File: config.mk
export PLATFORM = sky130hd
export DESIGN_NAME = keyed_barrier_table_unit
export DESIGN_NICKNAME = d
export VERILOG_FILES = /design/src/hdl/kbt_pkg.sv /design/src/hdl/kbt_front.sv /design/src/hdl/kbt_back.sv /design/src/hdl/keyed_barrier_table_unit.sv
export VERILOG_INCLUDE_DIRS = /design/src /design/src/hdl
export SDC_FILE = /design/constraint.sdc
export NUM_CORES = 1
export LEC_CHECK = 0
export BUFFER_PORTS_ARGS = -buffer_cell sky130_fd_sc_hd__buf_2
export CAP_MARGIN = 10
export CORE_UTILIZATION = 55
export DETAILED_ROUTE_END_ITERATION = 7
export PLACE_DENSITY = 0.8
export SLEW_MARGIN = 30
export SYNTH_ARGS = -nofsm -noshare
export SYNTH_HDL_FRONTEND = slang
export SYNTH_SLANG_ARGS = --single-unit
File: constraint.sdc
create_clock -name i_clk -period 4.45 [get_ports i_clk]
set_input_delay 0.445 -clock i_clk [delete_from_list [all_inputs] [get_ports i_clk]]
set_output_delay 0.445 -clock i_clk [all_outputs]
set_load 0.05 [all_outputs]
File: src/hdl/keyed_barrier_table_unit_assert.svh
// Assertion macros used by the barrier table back end.
`ifndef KEYED_BARRIER_TABLE_UNIT_ASSERT_SVH
`define KEYED_BARRIER_TABLE_UNIT_ASSERT_SVH

// The expression must hold at every clock edge outside reset.
`define KBT_ASSERT_ALWAYS(label, clk, rst_n, expr, msg) \
    label: assert property (@(posedge clk) disable iff (!rst_n) (expr)) \
        else $error(msg);

// When the antecedent holds, the consequent holds in the same cycle.
`define KBT_ASSERT_IMPLIES(label, clk, rst_n, ante, cons, msg) \
    label: assert property (@(posedge clk) disable iff (!rst_n) (ante) |-> (cons)) \
        else $error(msg);

// When the antecedent holds, the consequent holds in the next cycle.
`define KBT_ASSERT_NEXT(label, clk, rst_n, ante, cons, msg) \
    label: assert property (@(posedge clk) disable iff (!rst_n) (ante) |=> (cons)) \
        else $error(msg);

`endif

File: src/hdl/kbt_pkg.sv
package kbt_pkg;

    localparam int NUM_BARRIERS = 16;
    localparam int BAR_W        = $clog2(NUM_BARRIERS);
    localparam int LIVE_W       = $clog2(NUM_BARRIERS + 1);

    localparam int OP_W   = 2;
    localparam int KEY_W  = 32;
    localparam int THR_W  = 16;
    localparam int IDX_W  = 4;
    localparam int SLOT_W = 4;

    localparam int IN_TDATA_W  = 56;
    localparam int OUT_TDATA_W = 8;

    localparam int QUEUE_DEPTH = 2;
    localparam int QPTR_W      = $clog2(QUEUE_DEPTH);
    localparam int QCNT_W      = $clog2(QUEUE_DEPTH + 1);

    typedef enum logic [OP_W-1:0] {
        OP_CREATE = 2'd0,
        OP_HIT    = 2'd1,
        OP_DELETE = 2'd2,
        OP_LOOKUP = 2'd3
    } t_op;

    typedef enum logic [1:0] {
        ST_OK     = 2'd0,
        ST_FULL   = 2'd1,
        ST_NOKEY  = 2'd2,
        ST_UNUSED = 2'd3
    } t_status;

    typedef enum logic {
        BK_IDLE,
        BK_EXEC
    } t_back_state;

    typedef struct packed {
        t_op               op;
        logic [KEY_W-1:0]  key;
        logic [THR_W-1:0]  thr;
        logic [IDX_W-1:0]  idx;
    } t_req;

    // Packed so that status sits in the lowest bits of the result bus.
    typedef struct packed {
        logic              must_block;
        logic              release_all;
        logic [SLOT_W-1:0] slot;
        t_status           status;
    } t_rsp;

    typedef struct packed {
        logic             found;
        logic [BAR_W-1:0] idx;
    } t_find;

    // Lowest set bit of a slot vector.
    function automatic t_find lowest_set(input logic [NUM_BARRIERS-1:0] v);
        t_find res;
        res.found = 1'b0;
        res.idx   = '0;
        for (int i = NUM_BARRIERS - 1; i >= 0; i--) begin
            if (v[i]) begin
                res.found = 1'b1;
                res.idx   = BAR_W'(i);
            end
        end
        return res;
    endfunction

endpackage

File: src/hdl/kbt_front.sv
module kbt_front (
    input  logic                          i_clk,
    input  logic                          i_rst_n,
    input  logic                          i_valid,
    output logic                          o_ready,
    input  logic [kbt_pkg::OP_W-1:0]      i_op_bits,
    input  logic [kbt_pkg::IN_TDATA_W-1:0] i_data,
    output logic                          o_q_valid,
    input  logic                          i_q_pop,
    output kbt_pkg::t_req                 o_q_req
);
    import kbt_pkg::*;

    t_req              r_ent [QUEUE_DEPTH];
    logic [QPTR_W-1:0] r_wr_ptr, n_wr_ptr;
    logic [QPTR_W-1:0] r_rd_ptr, n_rd_ptr;
    logic [QCNT_W-1:0] r_count, n_count;
    t_req              w_req;
    t_op               w_op;
    logic              w_push;
    logic              w_pop;

    // Decode the operation code into its class.
    always_comb begin
        case (i_op_bits)
            OP_CREATE: w_op = OP_CREATE;
            OP_HIT:    w_op = OP_HIT;
            OP_DELETE: w_op = OP_DELETE;
            default:   w_op = OP_LOOKUP;
        endcase
    end

    assign w_req.op  = w_op;
    assign w_req.key = i_data[KEY_W-1:0];
    assign w_req.thr = i_data[KEY_W+THR_W-1:KEY_W];
    assign w_req.idx = i_data[KEY_W+THR_W+IDX_W-1:KEY_W+THR_W];

    assign o_ready   = (r_count != QCNT_W'(QUEUE_DEPTH));
    assign o_q_valid = (r_count != '0);
    assign o_q_req   = r_ent[r_rd_ptr];
    assign w_push    = i_valid && o_ready;
    assign w_pop     = i_q_pop && o_q_valid;

    always_comb begin
        n_wr_ptr = r_wr_ptr;
        n_rd_ptr = r_rd_ptr;
        n_count  = r_count;
        if (w_push) begin
            n_wr_ptr = (r_wr_ptr == QPTR_W'(QUEUE_DEPTH - 1)) ? '0 : r_wr_ptr + 1'b1;
        end
        if (w_pop) begin
            n_rd_ptr = (r_rd_ptr == QPTR_W'(QUEUE_DEPTH - 1)) ? '0 : r_rd_ptr + 1'b1;
        end
        if (w_push && !w_pop) begin
            n_count = r_count + 1'b1;
        end else if (w_pop && !w_push) begin
            n_count = r_count - 1'b1;
        end
    end

    always_ff @(posedge i_clk) begin
        if (!i_rst_n) begin
            r_wr_ptr <= '0;
            r_rd_ptr <= '0;
            r_count  <= '0;
        end else begin
            r_wr_ptr <= n_wr_ptr;
            r_rd_ptr <= n_rd_ptr;
            r_count  <= n_count;
        end
    end

    always_ff @(posedge i_clk) begin
        if (w_push) begin
            r_ent[r_wr_ptr] <= w_req;
        end
    end

endmodule

File: src/hdl/kbt_back.sv
`include "keyed_barrier_table_unit_assert.svh"

module kbt_back (
    input  logic          i_clk,
    input  logic          i_rst_n,
    input  logic          i_q_valid,
    output logic          o_q_pop,
    input  kbt_pkg::t_req i_q_req,
    output logic          o_valid,
    input  logic          i_ready,
    output kbt_pkg::t_rsp o_rsp
);
    import kbt_pkg::*;

    t_back_state              r_state, n_state;
    t_req                     r_req;
    logic [NUM_BARRIERS-1:0]  r_match;
    logic [NUM_BARRIERS-1:0]  r_valid;
    logic [KEY_W-1:0]         r_key   [NUM_BARRIERS];
    logic [THR_W-1:0]         r_thr   [NUM_BARRIERS];
    logic [THR_W-1:0]         r_arr   [NUM_BARRIERS];
    logic [LIVE_W-1:0]        r_live;
    logic                     r_out_valid;
    t_rsp                     r_out;

    logic                     w_load;
    logic                     w_commit;
    logic [NUM_BARRIERS-1:0]  w_key_eq;
    t_find                    w_free;
    t_find                    w_hit_key;
    logic                     w_full;
    logic [BAR_W-1:0]         w_hidx;
    logic                     w_hit_ok;
    logic [THR_W-1:0]         w_next_cnt;
    logic                     w_reached;
    t_rsp                     w_rsp;

    // Key compare against every slot; the priority pick waits for the next cycle.
    always_comb begin
        for (int i = 0; i < NUM_BARRIERS; i++) begin
            w_key_eq[i] = r_valid[i] && (r_key[i] == i_q_req.key);
        end
    end

    always_comb begin
        case (r_state)
            BK_IDLE: n_state = i_q_valid ? BK_EXEC : BK_IDLE;
            BK_EXEC: n_state = w_commit ? BK_IDLE : BK_EXEC;
            default: n_state = BK_IDLE;
        endcase
    end

    always_comb begin
        w_load   = 1'b0;
        w_commit = 1'b0;
        case (r_state)
            BK_IDLE: w_load   = i_q_valid;
            BK_EXEC: w_commit = !r_out_valid || i_ready;
            default: begin
                w_load   = 1'b0;
                w_commit = 1'b0;
            end
        endcase
    end

    assign o_q_pop = w_load;

    assign w_free     = lowest_set(~r_valid);
    assign w_hit_key  = lowest_set(r_match);
    assign w_full     = (r_live == LIVE_W'(NUM_BARRIERS));
    assign w_hidx     = BAR_W'(r_req.idx);
    assign w_hit_ok   = ({{(32-IDX_W){1'b0}}, r_req.idx} < 32'(NUM_BARRIERS))
                        && r_valid[w_hidx];
    // The arrival count saturates at its top value.
    assign w_next_cnt = (r_arr[w_hidx] == {THR_W{1'b1}}) ? r_arr[w_hidx]
                                                         : r_arr[w_hidx] + 1'b1;
    assign w_reached  = (w_next_cnt >= r_thr[w_hidx]);

    always_comb begin
        w_rsp.status      = ST_OK;
        w_rsp.slot        = '0;
        w_rsp.release_all = 1'b0;
        w_rsp.must_block  = 1'b0;
        case (r_req.op)
            OP_CREATE: begin
                if (w_full) begin
                    w_rsp.status = ST_FULL;
                end else begin
                    w_rsp.slot = SLOT_W'(w_free.idx);
                end
            end
            OP_HIT: begin
                if (!w_hit_ok) begin
                    w_rsp.status = ST_UNUSED;
                end else begin
                    w_rsp.release_all = w_reached;
                    w_rsp.must_block  = !w_reached;
                end
            end
            OP_DELETE: begin
                if (!w_hit_key.found) begin
                    w_rsp.status = ST_NOKEY;
                end
            end
            OP_LOOKUP: begin
                if (!w_hit_key.found) begin
                    w_rsp.status = ST_NOKEY;
                end else begin
                    w_rsp.slot = SLOT_W'(w_hit_key.idx);
                end
            end
            default: w_rsp.status = ST_OK;
        endcase
    end

    always_ff @(posedge i_clk) begin
        if (!i_rst_n) begin
            r_state     <= BK_IDLE;
            r_valid     <= '0;
            r_live      <= '0;
            r_out_valid <= 1'b0;
        end else begin
            r_state <= n_state;
            if (w_commit) begin
                r_out_valid <= 1'b1;
            end else if (i_ready) begin
                r_out_valid <= 1'b0;
            end
            if (w_commit) begin
                case (r_req.op)
                    OP_CREATE: begin
                        if (!w_full) begin
                            r_valid[w_free.idx] <= 1'b1;
                            r_live              <= r_live + 1'b1;
                        end
                    end
                    OP_DELETE: begin
                        if (w_hit_key.found) begin
                            r_valid[w_hit_key.idx] <= 1'b0;
                            if (r_live != '0) begin
                                r_live <= r_live - 1'b1;
                            end
                        end
                    end
                    default: r_live <= r_live;
                endcase
            end
        end
    end

    always_ff @(posedge i_clk) begin
        if (w_load) begin
            r_req   <= i_q_req;
            r_match <= w_key_eq;
        end
        if (w_commit) begin
            r_out <= w_rsp;
            case (r_req.op)
                OP_CREATE: begin
                    if (!w_full) begin
                        r_key[w_free.idx] <= r_req.key;
                        r_thr[w_free.idx] <= r_req.thr;
                        r_arr[w_free.idx] <= '0;
                    end
                end
                OP_HIT: begin
                    if (w_hit_ok) begin
                        r_arr[w_hidx] <= w_reached ? '0 : w_next_cnt;
                    end
                end
                default: ;
            endcase
        end
    end

    assign o_valid = r_out_valid;
    assign o_rsp   = r_out;

    `KBT_ASSERT_ALWAYS(a_live_matches_valid, i_clk, i_rst_n,
        r_live == LIVE_W'($countones(r_valid)), "live count disagrees with valid slots")
    `KBT_ASSERT_NEXT(a_create_sets_slot, i_clk, i_rst_n,
        w_commit && (r_req.op == OP_CREATE) && !w_full,
        r_valid[$past(w_free.idx)], "create did not mark its slot in use")
    `KBT_ASSERT_IMPLIES(a_release_block_excl, i_clk, i_rst_n,
        r_out_valid, !(r_out.release_all && r_out.must_block), "release and block together")
    `KBT_ASSERT_IMPLIES(a_error_slot_zero, i_clk, i_rst_n,
        r_out_valid && (r_out.status != ST_OK), r_out.slot == '0, "error result has a slot")

endmodule

File: src/hdl/keyed_barrier_table_unit.sv
// A request is held in the queue once accepted; the table engine then loads it
// with its key compare and executes it into the output register when the output side is ready.
// The table engine takes no new request until it has executed the last one;
// a 2-entry queue lets the input run ahead meanwhile.
// Reset (synchronous, active low) frees every slot, zeroes the live count and
// empties the queue and the output register.
module keyed_barrier_table_unit (
    input  logic                            i_clk,
    input  logic                            i_rst_n,
    input  logic                            i_s_axis_tvalid,
    output logic                            o_s_axis_tready,
    // [31:0] key, [47:32] threshold, [51:48] barrier_index, [55:52] zero
    input  logic [kbt_pkg::IN_TDATA_W-1:0]  i_s_axis_tdata,
    // [1:0] operation
    input  logic [kbt_pkg::OP_W-1:0]        i_s_axis_tuser,
    output logic                            o_m_axis_tvalid,
    input  logic                            i_m_axis_tready,
    // [1:0] status, [5:2] slot, [6] release_all, [7] must_block
    output logic [kbt_pkg::OUT_TDATA_W-1:0] o_m_axis_tdata
);
    import kbt_pkg::*;

    logic w_q_valid;
    logic w_q_pop;
    t_req w_q_req;
    t_rsp w_rsp;

    kbt_front u_front (
        .i_clk     (i_clk),
        .i_rst_n   (i_rst_n),
        .i_valid   (i_s_axis_tvalid),
        .o_ready   (o_s_axis_tready),
        .i_op_bits (i_s_axis_tuser),
        .i_data    (i_s_axis_tdata),
        .o_q_valid (w_q_valid),
        .i_q_pop   (w_q_pop),
        .o_q_req   (w_q_req)
    );

    kbt_back u_back (
        .i_clk     (i_clk),
        .i_rst_n   (i_rst_n),
        .i_q_valid (w_q_valid),
        .o_q_pop   (w_q_pop),
        .i_q_req   (w_q_req),
        .o_valid   (o_m_axis_tvalid),
        .i_ready   (i_m_axis_tready),
        .o_rsp     (w_rsp)
    );

    assign o_m_axis_tdata = OUT_TDATA_W'(w_rsp);

endmodule

; ---- Word level (Yosys, flattened, before mapping)
; Memories as Yosys holds them, arrays and structs flattened. A register that Yosys moved wholly into a read port is not among the register bits.
; Index checks and enable logic that the tools add are counted.
[word_totals]
elab_cells = 187
mem_bits_rw = 1132
out_inout_bits = 10
memories = 4
latch_bits = 0
regBits = 105
mem_bits_ro = 0
inputBits = 62
[classes]
n_shift = 0
n_reduce_logical = 39
add_sub_neg = 7
bitwise = 5
magnitude_cmp = 6
mux = 83
mul = 0
eq_ne = 27
div = 0
[mem_list]
columns = name, words, width, read_ports, rd_ports_with_merged_regs, write_ports, line_no
row1 = u_back.r_key, 16, 32, 16, 0, 1, kbt_back.sv:19  ; logic [KEY_W-1:0] r_key [NUM_BARRIERS];
row2 = u_back.r_arr, 16, 16, 1, 1, 1, kbt_back.sv:21  ; logic [THR_W-1:0] r_arr [NUM_BARRIERS];
row3 = u_back.r_thr, 16, 16, 1, 1, 1, kbt_back.sv:20  ; logic [THR_W-1:0] r_thr [NUM_BARRIERS];
row4 = u_front.r_ent, 2, 54, 1, 1, 1, kbt_front.sv:14  ; t_req r_ent [QUEUE_DEPTH];
[ops]
columns = cell, n
row1 = $eq 32x32->1, 16
row2 = $mux 5, 19
row3 = $mux 4, 21
row4 = $mux 16, 5
row5 = $not 16->16, 2
row6 = $pmux 16 s2, 1
row7 = $mux 1, 25
row8 = $logic_and 1x1->1, 22
row9 = $add 16x1->16 const B, 1
row10 = $and 16x16->16, 1
row11 = $eq 16x16->1 const B, 1
row12 = $ge 16x16->1, 1
row13 = $or 16x16->16, 1
row14 = $reduce_or 16->1, 1
row15 = $lt 4x5->1 const B, 3
row16 = $pmux 2 s3, 2
row17 = $pmux 5 s2, 1
row18 = $demux 1 s4, 2
row19 = $ge 4x1->1 const B, 2
row20 = $mux 2, 4
row21 = $pmux 4 s2, 1
row22 = $reduce_bool 2->1, 4
row23 = $eq 2x2->1 const B, 3
row24 = $add 5x1->5 const B, 1
row25 = 19 further kinds, 27

; ---- Longest topological paths before layout
; Gate-level depths: netlist of run 1.
[logic_depth]
ltp_word = 24
ltp_mapped = 21
mapped_depth_nobuf = 17

; ---- By module
; Synthesis of run 1 repeated with hierarchy kept, for this count alone.
[hier_totals]
hier_cells = 2764
area_unflattened_um2 = 50460.9
[modules_own_cells]
columns = mod, area_per_inst_um2, cells_per_inst, n_inst, seq_area_each_um2
row1 = kbt_back, 46316.9, 2570, 1, 33632.3
row2 = kbt_front, 4144.0, 194, 1, 3343.2

; ---- Least setup slack after synthesis of run 1
; No wires, ideal clock.
[synth_timing]
path_kind = register -> register
from = register (tool-made name)
to = memory u_back.r_arr[0][13] (data pin)
synth_period_minus_slack_ns = 4.675
n_path_buf = 5
required_ns = 4.159
setup_slack_ns = -0.225
setup_time_ns = 0.291
arrival_time_ns = 4.384
path_stages_with_launch = 17
path_cell_list = dfxtp_1 buf_6 buf_8 buf_8 clkbuf_1 buf_2 mux4_2 mux4_2 ha_1 nand2b_1 a21oi_1 o21ai_0 a211oi_1 o211ai_1 nand2_1 nand2_1 a21oi_1
[synth_rtl]
columns = element, line_no
row1 = end: declaration, kbt_back.sv:21

==> metrics.csv, run 1 <==
metric,value,unit
Bufs on Longest Clock Path,3,
Top Ports,72,
cell count along the critical path,20,
Area Growth Syn to Fin,17.9,%
Worst Max-Slew Pin Slew,1.15,ns
Synth Register Bits,1242,
CP endpoint kind,flip-flop,
Max stage delay on crit path,0.57,ns
final-report setup violation count,256,
Synth area leaders,"edfxtp_1 72%, xor2_1 7.9%, mux4_2 5.6%",
"EDFF count, synth",1210,
Achievable Freq,217,MHz
Worst R2R Path Depth,20,
crit path max-delay cell type,mux4_1,
Inserted Clock Buffers,117,
largest net degree at the start of global routing,55,
CTS sink cnt,1242,
filler cell count,5640,
GRT met1 Usage,37.6,%
Synth top area share,72.5,%
vias in the first global route,28700,
Syn Area/Cell,18.3,sq um
distinct cell type count after synthesis,75,
final instance area,0.0591,sq mm
"CTS clk-pin slew, worst paths",0.07,ns
H-tree levels,3,
drt via density,6.41,
most frequent cells in the layout,"1210 x edfxtp_1, 454 x xor2_1, 201 x buf_4, 134 x mux4_2",
kind of critical path,flip-flop to flip-flop,
drt wl/cell,31.3,um
"Cell Chain, Critical Path","buf_12, buf_4, mux4_1, a22oi_2, nand2_1, and4_4, nand4_1, buf_6, buf_4, o211ai_1, xnor2_1, ha_1, a21o_1, a31oi_1, o21ai_1, nand2_1, nand2_4, buf_6, nor2b_2, buf_4",
Max-Cap Viols,0,
GPL Wtd Cong,0.937,
Die X,304,um
post-synthesis sequential area ratio,73.7,%
Die ar.,0.0924,sq mm
CP Max Fanout,8,
FF+latch area,0.0370,sq mm
"Hold Violations, Final",0,
layout cells sized above 1,24.9,%
status,"finished, violations left",
CTS root buf,clkbuf_16,
area occupied by multi-input gates,0.0131,sq mm
Post-Place Cell Area,0.0538,sq mm
"Req. time, crit path",5.01,ns
port bufs,67,
ys flop type,edfxtp_1,
insertion delay to the later sink of the worst-skew pair,0.70,ns
"Top cell by count, worst path",buf_4,
Syn Inst Count,2746,
# rows,110,
Post-DRT Antenna Nets,0,
via count,28500,
Final Power,37700,uW
die height,304,um
CP Buf/Inv Count,6,
family with the most delay on the worst path,simple AND/OR/NAND/NOR gates,
P_leak,0.0193,uW
post-DP HPWL,81.9,mm
clk_skew,0.0397,ns
Synth Cell Area,0.0501,sq mm
fin crit share,104,%
Final min period,4.62,ns
WL final,139,mm
yosys warns,0,
Total GRT Usage,29.4,%
core area,0.0901,sq mm
Starting Density,55.6,%
cell depth of the worst min-delay path,3,
"Slew Viols, Final",0,
Rel. slew slack,23.2,%
antenna cells,0,
DR iter-0 viols,3940,
CTS tree,done,
grt met2 use,48.9,%
post-layout util,65.6,%
syn nets,2834,
final worst setup slack,-0.167,ns
busiest grt layer,met2,
"reg-to-reg slack, setup",-0.17,ns
setup TNS,-27.23,ns
global-route congestion overflow total,0,
Yosys top cell by area,edfxtp_1,
Final nets,3247,
crit path DAT,5.17,ns
Critical Path Start Type,flip-flop,
Max rail drop VDD,583,uV
fraction of registers with async set/reset,0,%
power per cell area,637,mW/mm^2
worst min-delay path class,input port to flip-flop,
first-pass GRT wire length,195,mm
"most common cell after layout, fill and taps aside",edfxtp_1,
initial antenna violation count,2,
Hold Slack,0.0831,ns
drt first pass iters,7,
Residual DRC,0,
M3 GR Usage,4.90,%
failing checks,setup timing,
==> synthesized netlist by cell type, drive strengths merged, types with 13 or more instances <==
master and n:
edfxtp 1210, xor2 454, mux4 142, nand4 122
nor2 81, xnor2 74, inv 72, mux2i 60
buf 59, nor4 55, nand2 51, a21oi 40
dfxtp 32, clkbuf 31, mux2 29, nand3 26
ha 25, o21ai 17, a22oi 15, a31oi 13
==> cells by family after synthesis <==
logic type	after synthesis	synth area share, %
AOI/OAI and AO/OA	155	2.13
xor gates and xnor gates	528	9.22
adders and majority gates	26	0.664
buffers and inverters	164	1.59
DFF	1242	73.7
muxes	231	8.36
and+or+nand+nor	400	4.31
==> through the flow <==
step / setup slack (ns) / std cells
CTS: -0.00301 / 4408
floorplan: -0.187 / 2746
detailed placement: -0.592 / 4117
global placement: -0.425 / 4106
global route: -0.256 / 4437
finish: -0.167 / 4437
==> worst paths after layout <==
path                                       endpoint            start
worst max register to register  u_back.r_arr[0][11]        flip-flop
worst max-delay path            u_back.r_arr[0][11]        flip-flop
worst min register to register       u_back.o_valid   u_back.r_state
worst min-delay path                 u_back.o_valid  i_m_axis_tready
==> repair_timing <==
| item | in CTS | in global routing |
|---|---|---|
| hold buffers | 54 | 0 |
| pin swaps | 6 | 31 |
| setup endpoints to repair | 257 | 257 |
| endpoints found under the hold margin | 108 | 0 |
| setup buffers | 10 | 23 |
| gates cloned | 6 | 2 |
| gates resized for setup | 57 | 75 |
==> worst min-delay path, cell delays in order <==
cell and delay (ns):
buf_2 0.08, nand2b_1 0.13, a21oi_1 0.08
==> layer usage <==
layer / up-vias / routed length, um
met5: - / 19
met4: 2 / 8500
met3: 456 / 13900
met2: 2006 / 67500
met1: 14500 / 48700
li1: 11500 / -
==> sequential cells by signal, indices dropped and copies added (netlist names), named ones only <==
register and cells:
u_back.r_thr 256, u_front.r_count 2, u_front.r_rd_ptr 1, u_back.r_arr 256
u_back.o_valid 1, u_back.r_live 5, u_front.r_ent 108, u_front.r_wr_ptr 1
u_back.r_valid 16, u_back.w_hidx 4, u_back.r_match 16, u_back.o_rsp 8
u_back.r_state 1, u_back.r_req 50, u_back.r_key 512
==> power by group <==
group          leakage [uW]  total (uW)  switching (uW)  internal [uW]
combinational       0.00671       11200            6480           4740
clock               0.00192       10200            4330           5850
sequential           0.0107       16300            1640          14600
==> final cells by class <==
class,count,area share (%)
multi-input cells,1341,22.2
clock buffers,138,5.26
flip-flops and latches,1242,62.5
well taps,1176,2.49
inverters,73,0.465
clock inverters,83,1.36
repair buffers,384,5.66
Note: power is estimated with default switching activity, not from simulation.
==> run 2: changes to the inputs <==
--- a/config.mk
+++ b/config.mk
@@ -11,6 +11,7 @@
 export CORE_UTILIZATION = 55
 export DETAILED_ROUTE_END_ITERATION = 7
 export PLACE_DENSITY = 0.8
+export REMOVE_ABC_BUFFERS = 1
 export SLEW_MARGIN = 30
 export SYNTH_ARGS = -nofsm -noshare
 export SYNTH_HDL_FRONTEND = slang
==> metrics.csv, run 2 (synthesis results as in run 1) <==
metric,value,unit,change
status,"finished, violations left",,unchanged
failing checks,setup timing,,unchanged
via count,28100,,was 28500
max reg flops,512,,unchanged
Worst Max-Slew Pin Slew,1.11,ns,was 1.15 ns
worst min-delay path class,input port to flip-flop,,unchanged
biggest regs,"u_back.r_key x512, u_back.r_arr x256, u_back.r_thr x256",,unchanged
DP Cell Count,4124,,was 4117
drt wl/cell,30.4,um,was 31.3 um
Achievable Freq,218,MHz,was 217 MHz
Starting Density,55.6,%,unchanged
core area,0.0901,sq mm,unchanged
CTS tree,done,,unchanged
Rel. slew slack,26.0,%,was 23.2%
insertion delay to the later sink of the worst-skew pair,0.71,ns,was 0.70 ns
"Req. time, crit path",5.02,ns,was 5.01 ns
"Hold Violations, Final",0,,unchanged
vias in the first global route,28700,,about the same
layout cells sized above 1,24.0,%,was 24.9%
Largest Register,u_back.r_key,,unchanged
Max rail drop VDD,532,uV,was 583 uV
drt via density,6.35,,was 6.41
DR iter-0 viols,3693,,was 3940
final worst setup slack,-0.138,ns,was -0.167 ns
RSZ-0062 raised after global routing,yes,,
CP Max Fanout,8,,unchanged
first-pass GRT wire length,191,mm,was 195 mm
CTS root buf,clkbuf_16,,unchanged
global-route congestion overflow total,0,,unchanged
Area Growth Syn to Fin,17.4,%,was 17.9%
Hold Slack,0.0668,ns,was 0.0831 ns
WL final,134,mm,was 139 mm
pre-CTS setup slack,-0.184,ns,was -0.592 ns
Final min period,4.59,ns,was 4.62 ns
fin crit share,103,%,was 104%
post-DP HPWL,78.5,mm,was 81.9 mm
Layout Cells excl Fill,4428,,was 4437
Die ar.,0.0924,sq mm,unchanged
Final nets,3246,,was 3247
most frequent cells in the layout,"1210 x edfxtp_1, 454 x xor2_1, 210 x buf_4, 130 x mux4_2, 121 x nand4_1",,"was 1210 x edfxtp_1, 454 x xor2_1, 201 x buf_4, 134 x mux4_2"
Die X,304,um,unchanged
die height,304,um,unchanged
crit path DAT,5.16,ns,was 5.17 ns
initial antenna violation count,4,,was 2
H-tree levels,3,,unchanged
drt first pass iters,6,,was 7
Residual DRC,0,,unchanged
Final Power,36900,uW,was 37700 uW
Bufs on Longest Clock Path,3,,unchanged
P_leak,0.0192,uW,was 0.0193 uW
kind of critical path,flip-flop to flip-flop,,unchanged
clk_skew,0.0547,ns,was 0.0397 ns
"CTS clk-pin slew, worst paths",0.07,ns,about the same
Inserted Clock Buffers,117,,unchanged
"Slew Viols, Final",0,,unchanged
"most common cell after layout, fill and taps aside",edfxtp_1,,unchanged
# rows,110,,unchanged
final-report setup violation count,240,,was 256
CTS sink cnt,1242,,unchanged
port bufs,67,,unchanged
Post-DRT Antenna Nets,0,,unchanged
GPL Wtd Cong,0.897,,was 0.937
largest net degree at the start of global routing,55,,unchanged
CP endpoint kind,flip-flop,,unchanged
"reg-to-reg slack, setup",-0.14,ns,was -0.17 ns
Max-Cap Viols,0,,unchanged
Total GRT Usage,28.8,%,was 29.4%
power per cell area,627,mW/mm^2,was 637 mW/mm^2
Critical Path Start Type,flip-flop,,unchanged
Top Ports,72,,unchanged
## run 2: changes by cell type in the layout (fill, tap and decap cells not counted), sizes merged
cell      delta
clkinv       -6
bufinv       -3
clkinvlp     -3
clkbuf       +2
and3         +1
diode        +1
o2111a       -1
## run 2: power breakdown
part | switching [uW] | internal, uW
combinational | 6020 | 4660
sequential | 1750 | 14600
clock | 4300 | 5540
## run 2: critical path: stages (launching register included)
cell	delay (ns)
dfxtp_4	0.41
buf_12	0.15
buf_4	0.17
mux4_1	0.59
a22oi_2	0.22
nand2_1	0.12
and4_1	0.24
buf_4	0.15
and4_4	0.19
nor2b_1	0.14
xnor2_1	0.21
nand2_1	0.13
ha_4	0.24
a21o_1	0.17
a21o_1	0.18
a21oi_2	0.17
o211ai_1	0.15
nand2_1	0.18
nand2_2	0.12
buf_8	0.17
nor2b_4	0.18
buf_6	0.16
## run 2: path summary, 6_finish.rpt
kind | cells after the start | to | from
hold reg to reg | 2 | flip-flop | u_front.r_rd_ptr
setup reg to reg | 21 | u_back.r_arr[10][4] | flip-flop
setup / recovery | 21 | u_back.r_arr[10][4] | flip-flop
hold / removal | 3 | u_back.o_valid | i_m_axis_tready
## run 2: timing repair
| item | 4_1_cts | 5_1_grt |
|---|---|---|
| gates resized for setup | 58 | 63 |
| hold endpoints to repair | 108 | 0 |
| gates cloned | 8 | 3 |
| hold buffers | 54 | 0 |
| pin swaps | 7 | 26 |
| endpoints found under the setup margin | 257 | 258 |
| setup buffers | 19 | 14 |
## run 2: area by class of cell
class                   instances  area, sq um
diodes                          1         2.50
clock buffers                 141         3030
clock inverters                71          724
fillers                      5595        31300
inverters                      73          275
multi-input cells            1341        13100
flip-flops and latches       1242        37000
well taps                    1176         1470
repair buffers                383         3300
## run 2: per-layer routing
metal / up-vias / wire, um / GRT usage, %
met5: - / 49 / 0
met4: 8 / 7420 / 14.9
met3: 420 / 12700 / 4.81
met2: 1835 / 66700 / 48.5
met1: 14300 / 47600 / 36.3
li1: 11500 / - / -
## run 2: through the flow
step                util (%)  cell area [sq um]  TNS (ns)
CTS                     64.9              58600    -0.786
finish                  65.3              58900    -21.34
detailed placement      59.7              53800    -35.31
global route            65.3              58900    -53.42
global placement        59.6              53800    -21.79
floorplan                  -              49600  -1325.97
